### src/design/mpr_pkg.sv
package mpr_pkg;

	localparam int DATA_W  = 8;
	localparam int LIMIT_W = 3;
	localparam int POS_W   = 9;
	localparam int ARGS_W  = 8;
	localparam int STATE_W = 3;

	// queue between front and back
	localparam int QDEPTH  = 2;
	localparam int QPTR_W  = $clog2(QDEPTH);
	localparam int QCNT_W  = $clog2(QDEPTH + 1);

	localparam int CFG_IDX_W  = 1;
	localparam int CFG_DATA_W = DATA_W;

	localparam logic [CFG_IDX_W-1:0] CFG_START_ADDRESS = 1'b0;
	localparam logic [CFG_IDX_W-1:0] CFG_ERROR_LIMIT   = 1'b1;

	localparam logic [DATA_W-1:0]  START_ADDRESS_RST = 8'd1;
	localparam logic [LIMIT_W-1:0] ERROR_LIMIT_RST   = 3'd5;

	typedef enum logic [STATE_W-1:0] {
		PH_IDLE    = 3'd0,
		PH_SENDER  = 3'd1,
		PH_LENGTH  = 3'd2,
		PH_COMMAND = 3'd3,
		PH_ARGS    = 3'd4,
		PH_ERROR   = 3'd5
	} phase_t;

	typedef struct packed {
		logic [DATA_W-1:0] data;
		logic              mark;
	} rx_item_t;

	typedef struct packed {
		logic [DATA_W-1:0]  start_address;
		logic [LIMIT_W-1:0] error_limit;
	} cfg_t;

	function automatic logic odd_parity(input logic [DATA_W-1:0] b);
		odd_parity = ^b;
	endfunction

endpackage

### src/design/mpr_if.sv
interface mpr_in_if;
	logic                      valid;
	logic                      ready;
	logic [mpr_pkg::DATA_W-1:0] rx_data;
	logic                      parity_error;

	modport source (output valid, output rx_data, output parity_error, input ready);
	modport sink   (input valid, input rx_data, input parity_error, output ready);
endinterface

interface mpr_out_if;
	logic                        valid;
	logic                        ready;
	logic                        byte_valid;
	logic [mpr_pkg::DATA_W-1:0]  stored_byte;
	logic [mpr_pkg::POS_W-1:0]   byte_index;
	logic                        frame_done;
	logic [mpr_pkg::STATE_W-1:0] frame_state;
	logic [mpr_pkg::LIMIT_W-1:0] error_level;
	logic                        gave_up;

	modport source (output valid, output byte_valid, output stored_byte, output byte_index,
		output frame_done, output frame_state, output error_level, output gave_up,
		input ready);
	modport sink (input valid, input byte_valid, input stored_byte, input byte_index,
		input frame_done, input frame_state, input error_level, input gave_up,
		output ready);
endinterface

### src/design/mpr_front.sv
module mpr_front (
	mpr_in_if.sink              rx,
	input  logic                full,
	output logic                push,
	output mpr_pkg::rx_item_t   item
);

	// ninth bit recovered: parity disagreeing with the error flag marks an address
	assign item.data = rx.rx_data;
	assign item.mark = mpr_pkg::odd_parity(rx.rx_data) ^ rx.parity_error;

	assign rx.ready = !full;
	assign push     = rx.valid && !full;

endmodule

### src/design/mpr_queue.sv
module mpr_queue (
	input  logic              clk,
	input  logic              arst_n,
	input  logic              push,
	input  mpr_pkg::rx_item_t wr_item,
	input  logic              pop,
	output mpr_pkg::rx_item_t rd_item,
	output logic              full,
	output logic              empty
);

	mpr_pkg::rx_item_t                 entry_q [mpr_pkg::QDEPTH];
	logic [mpr_pkg::QPTR_W-1:0]        wr_ptr_q;
	logic [mpr_pkg::QPTR_W-1:0]        rd_ptr_q;
	logic [mpr_pkg::QCNT_W-1:0]        count_q;

	localparam logic [mpr_pkg::QCNT_W-1:0] QFULL   = mpr_pkg::QCNT_W'(mpr_pkg::QDEPTH);
	localparam logic [mpr_pkg::QPTR_W-1:0] PTR_MAX = mpr_pkg::QPTR_W'(mpr_pkg::QDEPTH - 1);

	assign full    = (count_q == QFULL);
	assign empty   = (count_q == '0);
	assign rd_item = entry_q[rd_ptr_q];

	always_ff @(posedge clk) begin
		if (push) begin
			entry_q[wr_ptr_q] <= wr_item;
		end
	end

	always_ff @(posedge clk or negedge arst_n) begin
		if (!arst_n) begin
			wr_ptr_q <= '0;
			rd_ptr_q <= '0;
			count_q  <= '0;
		end else begin
			if (push) begin
				wr_ptr_q <= (wr_ptr_q == PTR_MAX) ? '0 : wr_ptr_q + 1'b1;
			end
			if (pop) begin
				rd_ptr_q <= (rd_ptr_q == PTR_MAX) ? '0 : rd_ptr_q + 1'b1;
			end
			case ({push, pop})
				2'b10:   count_q <= count_q + 1'b1;
				2'b01:   count_q <= count_q - 1'b1;
				default: count_q <= count_q;
			endcase
		end
	end

endmodule

### src/design/mpr_back.sv
module mpr_back (
	input  logic              clk,
	input  logic              arst_n,
	input  mpr_pkg::cfg_t     cfg,
	input  logic              empty,
	input  mpr_pkg::rx_item_t item,
	output logic              pop,
	mpr_out_if.source         res
);

	mpr_pkg::phase_t                 phase_q, phase_d;
	logic [mpr_pkg::ARGS_W-1:0]      args_q, args_d;
	logic [mpr_pkg::POS_W-1:0]       pos_q, pos_d;
	logic [mpr_pkg::LIMIT_W-1:0]     bad_q, bad_d;

	logic                            valid_q;
	logic                            bvalid_q, done_q, gave_q;
	logic [mpr_pkg::DATA_W-1:0]      sbyte_q;
	logic [mpr_pkg::POS_W-1:0]       index_q;
	logic [mpr_pkg::STATE_W-1:0]     fstate_q;
	logic [mpr_pkg::LIMIT_W-1:0]     level_q;

	logic                            is_start, limit_hit, last_byte, mid_frame;
	logic [mpr_pkg::ARGS_W-1:0]      args_dec;
	logic [mpr_pkg::LIMIT_W-1:0]     bad_inc;
	logic                            bvalid_d, done_d, gave_d;
	logic [mpr_pkg::POS_W-1:0]       index_d;

	assign pop = !empty && (!valid_q || res.ready);

	assign is_start  = item.mark && (item.data == cfg.start_address);
	assign bad_inc   = bad_q + 1'b1;
	assign limit_hit = (bad_inc >= cfg.error_limit);
	assign args_dec  = args_q - 1'b1;
	assign mid_frame = (phase_q == mpr_pkg::PH_SENDER) || (phase_q == mpr_pkg::PH_LENGTH)
		|| (phase_q == mpr_pkg::PH_COMMAND) || (phase_q == mpr_pkg::PH_ARGS);
	assign last_byte = ((phase_q == mpr_pkg::PH_COMMAND) && (args_q == '0))
		|| ((phase_q == mpr_pkg::PH_ARGS) && (args_dec == '0));

	// next phase
	always_comb begin
		phase_d = phase_q;
		case (phase_q)
			mpr_pkg::PH_SENDER: begin
				phase_d = item.mark ? mpr_pkg::PH_ERROR : mpr_pkg::PH_LENGTH;
			end
			mpr_pkg::PH_LENGTH: begin
				phase_d = item.mark ? mpr_pkg::PH_ERROR : mpr_pkg::PH_COMMAND;
			end
			mpr_pkg::PH_COMMAND, mpr_pkg::PH_ARGS: begin
				if (item.mark) begin
					phase_d = mpr_pkg::PH_ERROR;
				end else if (last_byte) begin
					phase_d = mpr_pkg::PH_IDLE;
				end else begin
					phase_d = mpr_pkg::PH_ARGS;
				end
			end
			mpr_pkg::PH_ERROR: begin
				if (is_start) begin
					phase_d = mpr_pkg::PH_SENDER;
				end else if (item.mark && limit_hit) begin
					phase_d = mpr_pkg::PH_IDLE;
				end
			end
			default: begin
				phase_d = is_start ? mpr_pkg::PH_SENDER : mpr_pkg::PH_IDLE;
			end
		endcase
	end

	// frame counters and result fields
	always_comb begin
		args_d   = args_q;
		pos_d    = pos_q;
		bad_d    = bad_q;
		bvalid_d = 1'b0;
		index_d  = '0;
		done_d   = 1'b0;
		gave_d   = 1'b0;
		if (mid_frame) begin
			if (item.mark) begin
				args_d = '0;
				pos_d  = '0;
				bad_d  = '0;
			end else begin
				bvalid_d = 1'b1;
				index_d  = pos_q;
				pos_d    = pos_q + 1'b1;
				if (phase_q == mpr_pkg::PH_LENGTH) begin
					args_d = item.data;
				end else if (phase_q == mpr_pkg::PH_ARGS) begin
					args_d = args_dec;
				end
				if (last_byte) begin
					done_d = 1'b1;
					args_d = '0;
					pos_d  = '0;
					bad_d  = '0;
				end
			end
		end else begin
			if (phase_q != mpr_pkg::PH_ERROR) begin
				// idle, or a code outside the phase list: start from a clear frame
				args_d = '0;
				pos_d  = '0;
				bad_d  = '0;
			end
			if (is_start) begin
				bvalid_d = 1'b1;
				pos_d    = mpr_pkg::POS_W'(1);
				bad_d    = '0;
				args_d   = '0;
			end else if (item.mark && (phase_q == mpr_pkg::PH_ERROR)) begin
				if (limit_hit) begin
					gave_d = 1'b1;
					args_d = '0;
					pos_d  = '0;
					bad_d  = '0;
				end else begin
					bad_d = bad_inc;
				end
			end
		end
	end

	always_ff @(posedge clk or negedge arst_n) begin
		if (!arst_n) begin
			phase_q <= mpr_pkg::PH_IDLE;
			args_q  <= '0;
			pos_q   <= '0;
			bad_q   <= '0;
			valid_q <= 1'b0;
		end else begin
			if (pop) begin
				phase_q <= phase_d;
				args_q  <= args_d;
				pos_q   <= pos_d;
				bad_q   <= bad_d;
			end
			if (pop) begin
				valid_q <= 1'b1;
			end else if (res.ready) begin
				valid_q <= 1'b0;
			end
		end
	end

	always_ff @(posedge clk) begin
		if (pop) begin
			bvalid_q <= bvalid_d;
			sbyte_q  <= bvalid_d ? item.data : '0;
			index_q  <= index_d;
			done_q   <= done_d;
			gave_q   <= gave_d;
			fstate_q <= phase_d;
			level_q  <= bad_d;
		end
	end

	assign res.valid       = valid_q;
	assign res.byte_valid  = bvalid_q;
	assign res.stored_byte = sbyte_q;
	assign res.byte_index  = index_q;
	assign res.frame_done  = done_q;
	assign res.frame_state = fstate_q;
	assign res.error_level = level_q;
	assign res.gave_up     = gave_q;

endmodule

### src/design/multidrop_packet_receiver_top.sv
// Multidrop packet receiver with a ninth-bit address mark.
// rx carries one received UART byte and its parity-error flag per transaction;
// res returns exactly one result per byte: whether it was stored, its index in
// the frame, end of frame, the frame phase, the error count and a give-up flag.
// Configuration: cfg_we with cfg_idx 0 writes start_address, 1 writes
// error_limit; write only while no transaction is in flight.
// A front stage recovers the address mark and pushes into a two-entry queue;
// the back stage runs the frame sequencer and loads a result register.
// With res free, the queue takes each rx byte and the back stage then pops it
// into the result register.
// Throughput: one byte per cycle while res is ready.
// When res stalls, the result register holds, the queue fills and rx.ready
// drops once both entries are taken; nothing is lost.
// Reset: the queue empties, the sequencer returns to idle with cleared
// counters, and the registers take start_address 1 and error_limit 5.
module multidrop_packet_receiver_top (
	input  logic                               clk,
	input  logic                               arst_n,
	mpr_in_if.sink                             rx,
	mpr_out_if.source                          res,
	input  logic                               cfg_we,
	input  logic [mpr_pkg::CFG_IDX_W-1:0]      cfg_idx,
	input  logic [mpr_pkg::CFG_DATA_W-1:0]     cfg_data
);

	mpr_pkg::cfg_t     cfg_q;
	mpr_pkg::rx_item_t wr_item, rd_item;
	logic              push, pop, full, empty;

	always_ff @(posedge clk or negedge arst_n) begin
		if (!arst_n) begin
			cfg_q.start_address <= mpr_pkg::START_ADDRESS_RST;
			cfg_q.error_limit   <= mpr_pkg::ERROR_LIMIT_RST;
		end else if (cfg_we) begin
			case (cfg_idx)
				mpr_pkg::CFG_START_ADDRESS: cfg_q.start_address <= cfg_data;
				mpr_pkg::CFG_ERROR_LIMIT:
					cfg_q.error_limit <= cfg_data[mpr_pkg::LIMIT_W-1:0];
				default: cfg_q <= cfg_q;
			endcase
		end
	end

	mpr_front u_front (
		.rx   (rx),
		.full (full),
		.push (push),
		.item (wr_item)
	);

	mpr_queue u_queue (
		.clk     (clk),
		.arst_n  (arst_n),
		.push    (push),
		.wr_item (wr_item),
		.pop     (pop),
		.rd_item (rd_item),
		.full    (full),
		.empty   (empty)
	);

	mpr_back u_back (
		.clk    (clk),
		.arst_n (arst_n),
		.cfg    (cfg_q),
		.empty  (empty),
		.item   (rd_item),
		.pop    (pop),
		.res    (res)
	);

	a_done_ends_frame: assert property (@(posedge clk) disable iff (!arst_n)
		res.valid && res.frame_done |-> res.byte_valid
			&& res.frame_state == mpr_pkg::PH_IDLE && res.error_level == '0)
		else $error("frame_done without a stored byte and return to idle");

	a_gave_up_idle: assert property (@(posedge clk) disable iff (!arst_n)
		res.valid && res.gave_up |-> !res.byte_valid
			&& res.frame_state == mpr_pkg::PH_IDLE && res.error_level == '0)
		else $error("gave_up without return to idle");

	a_unstored_zero: assert property (@(posedge clk) disable iff (!arst_n)
		res.valid && !res.byte_valid |-> res.stored_byte == '0 && res.byte_index == '0
			&& !res.frame_done)
		else $error("unstored byte carries payload");

	a_no_push_when_full: assert property (@(posedge clk) disable iff (!arst_n)
		full && !pop |=> $stable(full))
		else $error("queue full flag changed without a pop");

endmodule
### src/flat_wrapper.sv
// flat-port wrapper written by rule: the top's interface ports become plain ports
module multidrop_packet_receiver_top_flat 
  (clk, arst_n, cfg_we, cfg_idx, cfg_data, rx_valid, rx_rx_data, rx_parity_error, rx_ready, res_valid, res_byte_valid, res_stored_byte, res_byte_index, res_frame_done, res_frame_state, res_error_level, res_gave_up, res_ready);
  mpr_in_if rx_i ();
  mpr_out_if res_i ();
  input  logic clk;
  input  logic arst_n;
  input  logic cfg_we;
  input  logic [mpr_pkg::CFG_IDX_W-1:0] cfg_idx;
  input  logic [mpr_pkg::CFG_DATA_W-1:0] cfg_data;
  input wire logic [$bits(rx_i.valid)-1:0] rx_valid;
  input wire logic [$bits(rx_i.rx_data)-1:0] rx_rx_data;
  input wire logic [$bits(rx_i.parity_error)-1:0] rx_parity_error;
  output wire logic [$bits(rx_i.ready)-1:0] rx_ready;
  output wire logic [$bits(res_i.valid)-1:0] res_valid;
  output wire logic [$bits(res_i.byte_valid)-1:0] res_byte_valid;
  output wire logic [$bits(res_i.stored_byte)-1:0] res_stored_byte;
  output wire logic [$bits(res_i.byte_index)-1:0] res_byte_index;
  output wire logic [$bits(res_i.frame_done)-1:0] res_frame_done;
  output wire logic [$bits(res_i.frame_state)-1:0] res_frame_state;
  output wire logic [$bits(res_i.error_level)-1:0] res_error_level;
  output wire logic [$bits(res_i.gave_up)-1:0] res_gave_up;
  input wire logic [$bits(res_i.ready)-1:0] res_ready;
  assign rx_i.valid = rx_valid;
  assign rx_i.rx_data = rx_rx_data;
  assign rx_i.parity_error = rx_parity_error;
  assign rx_ready = rx_i.ready;
  assign res_valid = res_i.valid;
  assign res_byte_valid = res_i.byte_valid;
  assign res_stored_byte = res_i.stored_byte;
  assign res_byte_index = res_i.byte_index;
  assign res_frame_done = res_i.frame_done;
  assign res_frame_state = res_i.frame_state;
  assign res_error_level = res_i.error_level;
  assign res_gave_up = res_i.gave_up;
  assign res_i.ready = res_ready;
  multidrop_packet_receiver_top u_core (.clk(clk), .arst_n(arst_n), .rx(rx_i), .res(res_i), .cfg_we(cfg_we), .cfg_idx(cfg_idx), .cfg_data(cfg_data));
endmodule
### config.mk
export PLATFORM = sky130hd
export DESIGN_NAME = multidrop_packet_receiver_top_flat
export DESIGN_NICKNAME = d
export VERILOG_FILES = /design/src/design/mpr_pkg.sv /design/src/design/mpr_if.sv /design/src/design/mpr_front.sv /design/src/design/mpr_queue.sv /design/src/design/mpr_back.sv /design/src/design/multidrop_packet_receiver_top.sv /design/src/flat_wrapper.sv
export SDC_FILE = /design/constraint.sdc
export NUM_CORES = 1
export LEC_CHECK = 0
export BUFFER_PORTS_ARGS = -buffer_cell sky130_fd_sc_hd__buf_2
export CAP_MARGIN = 20
export CORE_MARGIN = 2
export CORE_UTILIZATION = 45
export DETAILED_ROUTE_END_ITERATION = 16
export PLACE_DENSITY = 0.68
export REMOVE_ABC_BUFFERS = 1
export SYNTH_ARGS = -nofsm -noshare
export SYNTH_HDL_FRONTEND = slang
export SYNTH_SLANG_ARGS = --single-unit
export TNS_END_PERCENT = 30
### constraint.sdc
create_clock -name clk -period 3.8 [get_ports clk]
set_clock_uncertainty 0.15 [all_clocks]
set_input_delay 0.38 -clock clk [delete_from_list [all_inputs] [get_ports clk]]
set_output_delay 0.38 -clock clk [all_outputs]
set_load 0.01 [all_outputs]
# Word level (Yosys, flattened, before mapping)
# Memories as Yosys holds them, arrays and structs flattened.
# Index checks and enable logic that the tools add are counted.
[totals]
regBits = 65
latch_bits = 0
ramBits = 18
mem_bits_ro = 0
inputBits = 23
out_inout_bits = 28
n_memories = 1
[op_classes]
add_sub_neg = 7
mul = 0
n_div = 0
magnitude_cmp = 1
eq_ne = 11
n_shift = 0
muxes = 43
bitwise = 4
reduce_logical = 27
[memory_table]
columns = ["name", "depth", "width", "read_ports", "rd_clocked_by_memory_dff", "write_ports", "line_no", "rtl"]
rows = [
  ["u_core.u_queue.entry_q", 2, 9, 1, 0, 1, "mpr_queue.sv:12", "mpr_pkg::rx_item_t entry_q [mpr_pkg::QDEPTH];"],
]
[ops]
columns = ["op", "n"]
rows = [
  ["$mux W8", 9],
  ["$mux W9", 7],
  ["$mux W3", 13],
  ["$logic_not A8 Y1", 2],
  ["$mux W1", 12],
  ["$pmux W3 S4", 1],
  ["$add A9 B1 Y9 const B", 1],
  ["$eq A8 B8 Y1", 1],
  ["$reduce_xor A8 Y1", 1],
  ["$sub A8 B1 Y8 const B", 1],
  ["$logic_and A1 B1 Y1", 7],
  ["$eq A3 B2 Y1 const B", 2],
  ["$eq A3 B3 Y1 const B", 2],
  ["$reduce_and A2 Y1", 3],
  ["$logic_or A1 B1 Y1", 5],
  ["$ne A5 B3 Y1 const B", 1],
  ["$eq A2 B2 Y1 const B", 2],
  ["$pmux W2 S2", 1],
  ["$reduce_bool A2 Y1", 2],
  ["$reduce_or A2 Y1", 2],
  ["$add A3 B1 Y3 const B", 1],
  ["$eq A3 B1 Y1 const B", 1],
  ["$ge A3 B3 Y1", 1],
  ["$logic_not A1 Y1", 3],
  ["9 further kinds", 12],
]

# Longest topological paths before layout
[depth]
ltp_word = 7
mapped_depth = 11
ltp_nobuf = 9

# Modules after synthesis
# Synthesis repeated with hierarchy kept, for this count alone.
[hier_totals]
hier_cells = 375
hier_area_um2 = 4310.4
[by_module_without_submodules]
columns = ["module", "n_inst", "cells_per_inst", "area_per_inst_um2"]
rows = [
  ["mpr_back", 1, 289, 2862.7],
  ["mpr_queue", 1, 44, 833.3],
  ["multidrop_packet_receiver_top", 1, 25, 461.7],
  ["mpr_front", 1, 17, 152.6],
]

# Worst setup path after synthesis
# No wires, ideal clock.
[synth_timing]
path_kind = "reg-to-reg"
from = "reg u_core.u_queue.count_q[0] (netlist name)"
to = "reg u_core.u_back.pos_q[7] (netlist name)"
setup_time_ps = 126
arrival_time_ps = 2475
required_ps = 3524
slack_ps = 1049
stages_incl_launch_ff = 7
n_path_buf = 0
period_less_slack_ps = 2751
path_cell_list = "dfrtp_1 -> o21ai_1 -> clkinv_1 -> nand2_1 -> nor2_2 -> and3_1 -> a221o_1"
[synth_between]
elab_chain_cells = 3
[synth_rtl]
columns = ["element", "line_no", "rtl"]
rows = [
  ["start, declared", "mpr_queue.sv:15", "logic [mpr_pkg::QCNT_W-1:0] count_q;"],
  ["start signal, assigned", "mpr_queue.sv:43", "2'b10: count_q <= count_q + 1'b1;"],
  ["start signal, assigned", "mpr_queue.sv:44", "2'b01: count_q <= count_q - 1'b1;"],
  ["start signal, assigned", "mpr_queue.sv:45", "default: count_q <= count_q;"],
  ["$logic_not A2 Y1", "mpr_queue.sv:21", "assign empty = (count_q == '0);"],
  ["$logic_not A1 Y1", "mpr_back.sv:29", "assign pop = !empty && (!valid_q || res.ready);"],
  ["$logic_and A1 B1 Y1", "mpr_back.sv:29", ""],
  ["net u_core.pop", "multidrop_packet_receiver_top.sv:28", "logic push, pop, full, empty;"],
  ["end signal, assigned", "mpr_back.sv:138", "pos_q <= pos_d;"],
  ["end, declared", "mpr_back.sv:13", "logic [mpr_pkg::POS_W-1:0] pos_q, pos_d;"],
]
# The timed path passes the listed nets, and every way through them passes these cells.
# A chain may end at the register's enable or synchronous reset.

# Worst setup path after layout
[layout_timing]
from = "reg u_core.u_queue.rd_ptr_q"
to = "reg u_core.u_back.args_q[3] (netlist name)"
[layout_between]
elab_chain_cells = 5
elab_cells_between_ends = 12
[layout_rtl]
columns = ["element", "line_no", "rtl"]
rows = [
  ["start, declared", "mpr_queue.sv:14", "logic [mpr_pkg::QPTR_W-1:0] rd_ptr_q;"],
  ["start signal, assigned", "mpr_queue.sv:40", "rd_ptr_q <= (rd_ptr_q == PTR_MAX) ? '0 : rd_ptr_q + 1'b1;"],
  ["$mem_v2 Z2 W9 (*)", "--", ""],
  ["$eq A8 B8 Y1 (tied with other cells)", "mpr_back.sv:31", "assign is_start = item.mark && (item.data == cfg.start_address);"],
  ["$logic_and A1 B1 Y1 (tied with other cells)", "mpr_back.sv:31", ""],
  ["$mux W8, on equally long branches", "mpr_back.sv:109, mpr_back.sv:82", ""],
  ["$mux W8", "mpr_back.sv:81", "if (mid_frame) begin"],
  ["end signal, assigned", "mpr_back.sv:137", "args_q <= args_d;"],
  ["end, declared", "mpr_back.sv:12", "logic [mpr_pkg::ARGS_W-1:0] args_q, args_d;"],
]
# Every way passes the cells marked *; elsewhere a longest branch is shown, timed or not.

==> flow_metrics.tcl <==
set metrics [dict create \
    die-width_um 99.4 \
    synth-edff-count 44 \
    met2_usage_pct 27.5 \
    power_density_nw_per_um2 804 \
    synth.most_common_cell "edfxtp_1" \
    grtUsageMet1_pct 24.9 \
    cts_resized 0 \
    crit_buf_inv 0 \
    layout.nets 426 \
    crit_chain "mux2i_1 -> xnor2_1 -> a2111oi_2 -> and2_1 -> o21ai_2 -> a21o_4 -> a22o_1" \
    total_power_uw 3720 \
    ant_nets 0 \
    slew_violations 0 \
    setup-violations-final 0 \
    layout_min_cycle_time_ns 3.10 \
    postLayoutCellArea_um2 4630 \
    maxSlewHeadroom_pct 36.4 \
    slowest_delay_ns 0.78 \
    synth-seq-area-share_pct 56.2 \
    yosysWarningCount 0 \
    async_flop_share_pct 47.0 \
    drv_cap 0 \
    nFillCells 743 \
    cts_htree_levels 3 \
    crit_family "compound AO/OA/AOI/OAI gates" \
    cts_setup_buffers 0 \
    grt_pass1_vias 2733 \
    rsz0062_at_grt "false" \
    cp.required_ns 3.89 \
    antenna_cells 0 \
    arrival_ns 3.19 \
    critical_path_class "reg -> reg" \
    grt_overflow_total 0 \
    crit_fanout 13 \
    cts_sinks 83 \
    grtUsageTotal_pct 17.6 \
    ys_types 55 \
    dp_cells 491 \
    avgSynthCellArea_um2 11.9 \
    cts_tree "yes" \
    yosys-top-cells-count "44 x edfxtp_1, 36 x dfrtp_1, 30 x nor2_1" \
    clock.fmax_ghz 0.322 \
    synthFlopType "edfxtp_1" \
    cts_made_buffers 9 \
    die_area_um2 9870 \
    end_kind "flop" \
    io_pins 51 \
    antenna_found_initial 0 \
    wl_per_cell_um 16.2 \
    placed_cell_area_um2 4410 \
    rrSetupSlack_ns 0.70 \
    totalWireLength_um 8210 \
    cts_hold_buf 0 \
    clk-insertion-delay-late_ns 0.34 \
    finalCritPeriodShare_pct 81.7 \
    rows 34 \
    met3_usage_pct 3.23 \
    start_kind "flop" \
    core_um2 8760 \
    worst_slew_pin_slew_ns 0.954 \
    die_h_um 99.4 \
    crit_slowest_cell "dfrtp_1" \
    initial_core_util_pct 46.7 \
    routabilityCongestion 0.888 \
    drtIter0Drc 208 \
    layout.cells.non_filler 507 \
    grt_pass1_wl_um 13600 \
    drive_above_1_share_pct 24.1 \
    ir_worst_vdd_mv 0.428 \
    cts_root_buf "clkbuf_8" \
    synth_area_leaders "edfxtp_1 32%, dfrtp_1 22%, xnor2_1 4.9%, mux2_2 3.0%, ha_1 2.8%" \
    synth_seq_cells 83 \
    area_delta_synth_final_pct 13.1 \
    avgViaCountPerCell 5.52 \
    hold_class "in -> async" \
    yosys.area.top_type "edfxtp_1" \
    fin_tns_setup_ns 0 \
    numPortBuffers 50 \
    syn-cell-area_um2 4090 \
    grt_max_degree 40 \
    firstDrtPassIters 4 \
    top_usage_layer "met2" \
    clkTransAtPathRegs_ns 0.08 \
    synth_cells 343 \
    drc 0 \
    cts_buffer_depth 2 \
    leakagePower_uw 0.00196 \
    outcome "finished, final reports clean" \
    netlist.area_leader.share_pct 32.3 \
    fin_util_pct 52.8 \
    vias 2800 \
    final_hold_viol_count 0 \
    hpwl_um 5810 \
]
==> kinds of logic (layout without fill, tap and decap cells) <==
logic type                 after synthesis  in the layout  synth area share (%)
AOI/OAI and AO/OA                       58             58                  10.7
adders and majority gates                9              9                  2.75
and+or+nand+nor                        117            117                  14.3
buffers and inverters                   20             76                  2.66
DFF                                     83             83                  56.2
xor gates and xnor gates                33             33                  7.06
muxes                                   23             23                  6.27
==> state kept, by name (all words and copies together) (netlist names) <==
name,cells
u_core.cfg_q,11
u_core.u_back.args_q,8
u_core.u_back.bad_q,3
u_core.u_back.phase_q,3
u_core.u_back.pos_q,9
u_core.u_back.res.byte_index,9
u_core.u_back.res.byte_valid,1
u_core.u_back.res.error_level,3
u_core.u_back.res.frame_done,1
u_core.u_back.res.frame_state,3
u_core.u_back.res.gave_up,1
u_core.u_back.res.stored_byte,8
u_core.u_back.res.valid,1
u_core.u_queue.count_q,2
u_core.u_queue.entry_q,18
u_core.u_queue.rd_ptr_q,1
u_core.u_queue.wr_ptr_q,1
==> path summary, 6_finish.rpt <==
kind	cells past startpoint	endpoint	start
setup / recovery	7	u_core.u_back.args_q[3]$_DFFE_PN0P_	u_core.u_queue.rd_ptr_q$_DFFE_PN0P_
hold / removal	1	u_core.u_back.args_q[1]$_DFFE_PN0P_	arst_n
setup reg to reg	7	u_core.u_back.args_q[3]$_DFFE_PN0P_	u_core.u_queue.rd_ptr_q$_DFFE_PN0P_
hold reg to reg	1	u_core.u_queue.wr_ptr_q$_DFFE_PN0P_	u_core.u_queue.wr_ptr_q$_DFFE_PN0P_
max in group asynchronous	1	u_core.cfg_q[4]$_DFFE_PN0P_	arst_n
min in group clk	1	u_core.u_queue.entry_q[1][8]$_DFFE_PP_	rx_rx_data[7]
==> where the power goes <==
group	switching, µW	internal [µW]	total, µW
registers	223	1300	1520
clock network	319	369	688
logic	907	606	1510
==> per-stage QoR <==
stage | hold WS [ns] | worst slack, ns
final | 0.0330 | 0.697
after detailed placement | 0.334 | 0.753
after global routing | 0.0756 | 0.549
after floorplan | -0.0656 | 1.05
after global placement | 0.325 | 0.808
after CTS | 0.0350 | 0.730
==> routing by layer <==
metal / vias up / wire length, µm
li1: 1348 / -
met1: 1359 / 3900
met2: 84 / 3840
met3: 9 / 379
met4: 0 / 90
met5: - / 0
==> cells in the final DEF, fill, tap and decap left out, types with 2 or more instances in the layout <==
cell and instances:
dfrtp_1 36, nor2_1 30, o21ai_0 10, a21o_1 6, clkinv_4 2, o22ai_1 2
o2bb2ai_1 3, xnor2_1 23, xor2_1 10, or3_1 2, buf_2 50, nor3_1 13
clkbuf_8 9, nor2_2 3, a2111oi_0 3, inv_1 7, mux2i_1 9, mux2i_2 2
and2_1 2, mux2_2 11, ha_1 9, a31oi_1 2, buf_4 2, edfxtp_1 44
nand3_1 10, nand2_1 23, a211oi_1 2, a22o_1 6, nand2b_1 6, bufinv_16 2
clkinv_2 3, o31ai_1 2, nor2b_1 7, o21ai_1 2, and3_1 13, dfstp_2 3
a21oi_1 10
==> cell type report <==
type	count	area, µm²	area share (%)
clock buffers	9	124	2.68
clock inverters	7	92.6	2.00
inverters	8	30.0	0.649
multi-input cells	240	1680	36.3
flip-flops and latches	83	2300	49.7
well taps	108	135	2.92
repair buffers	52	265	5.73
(Power assumes the default switching activity.)
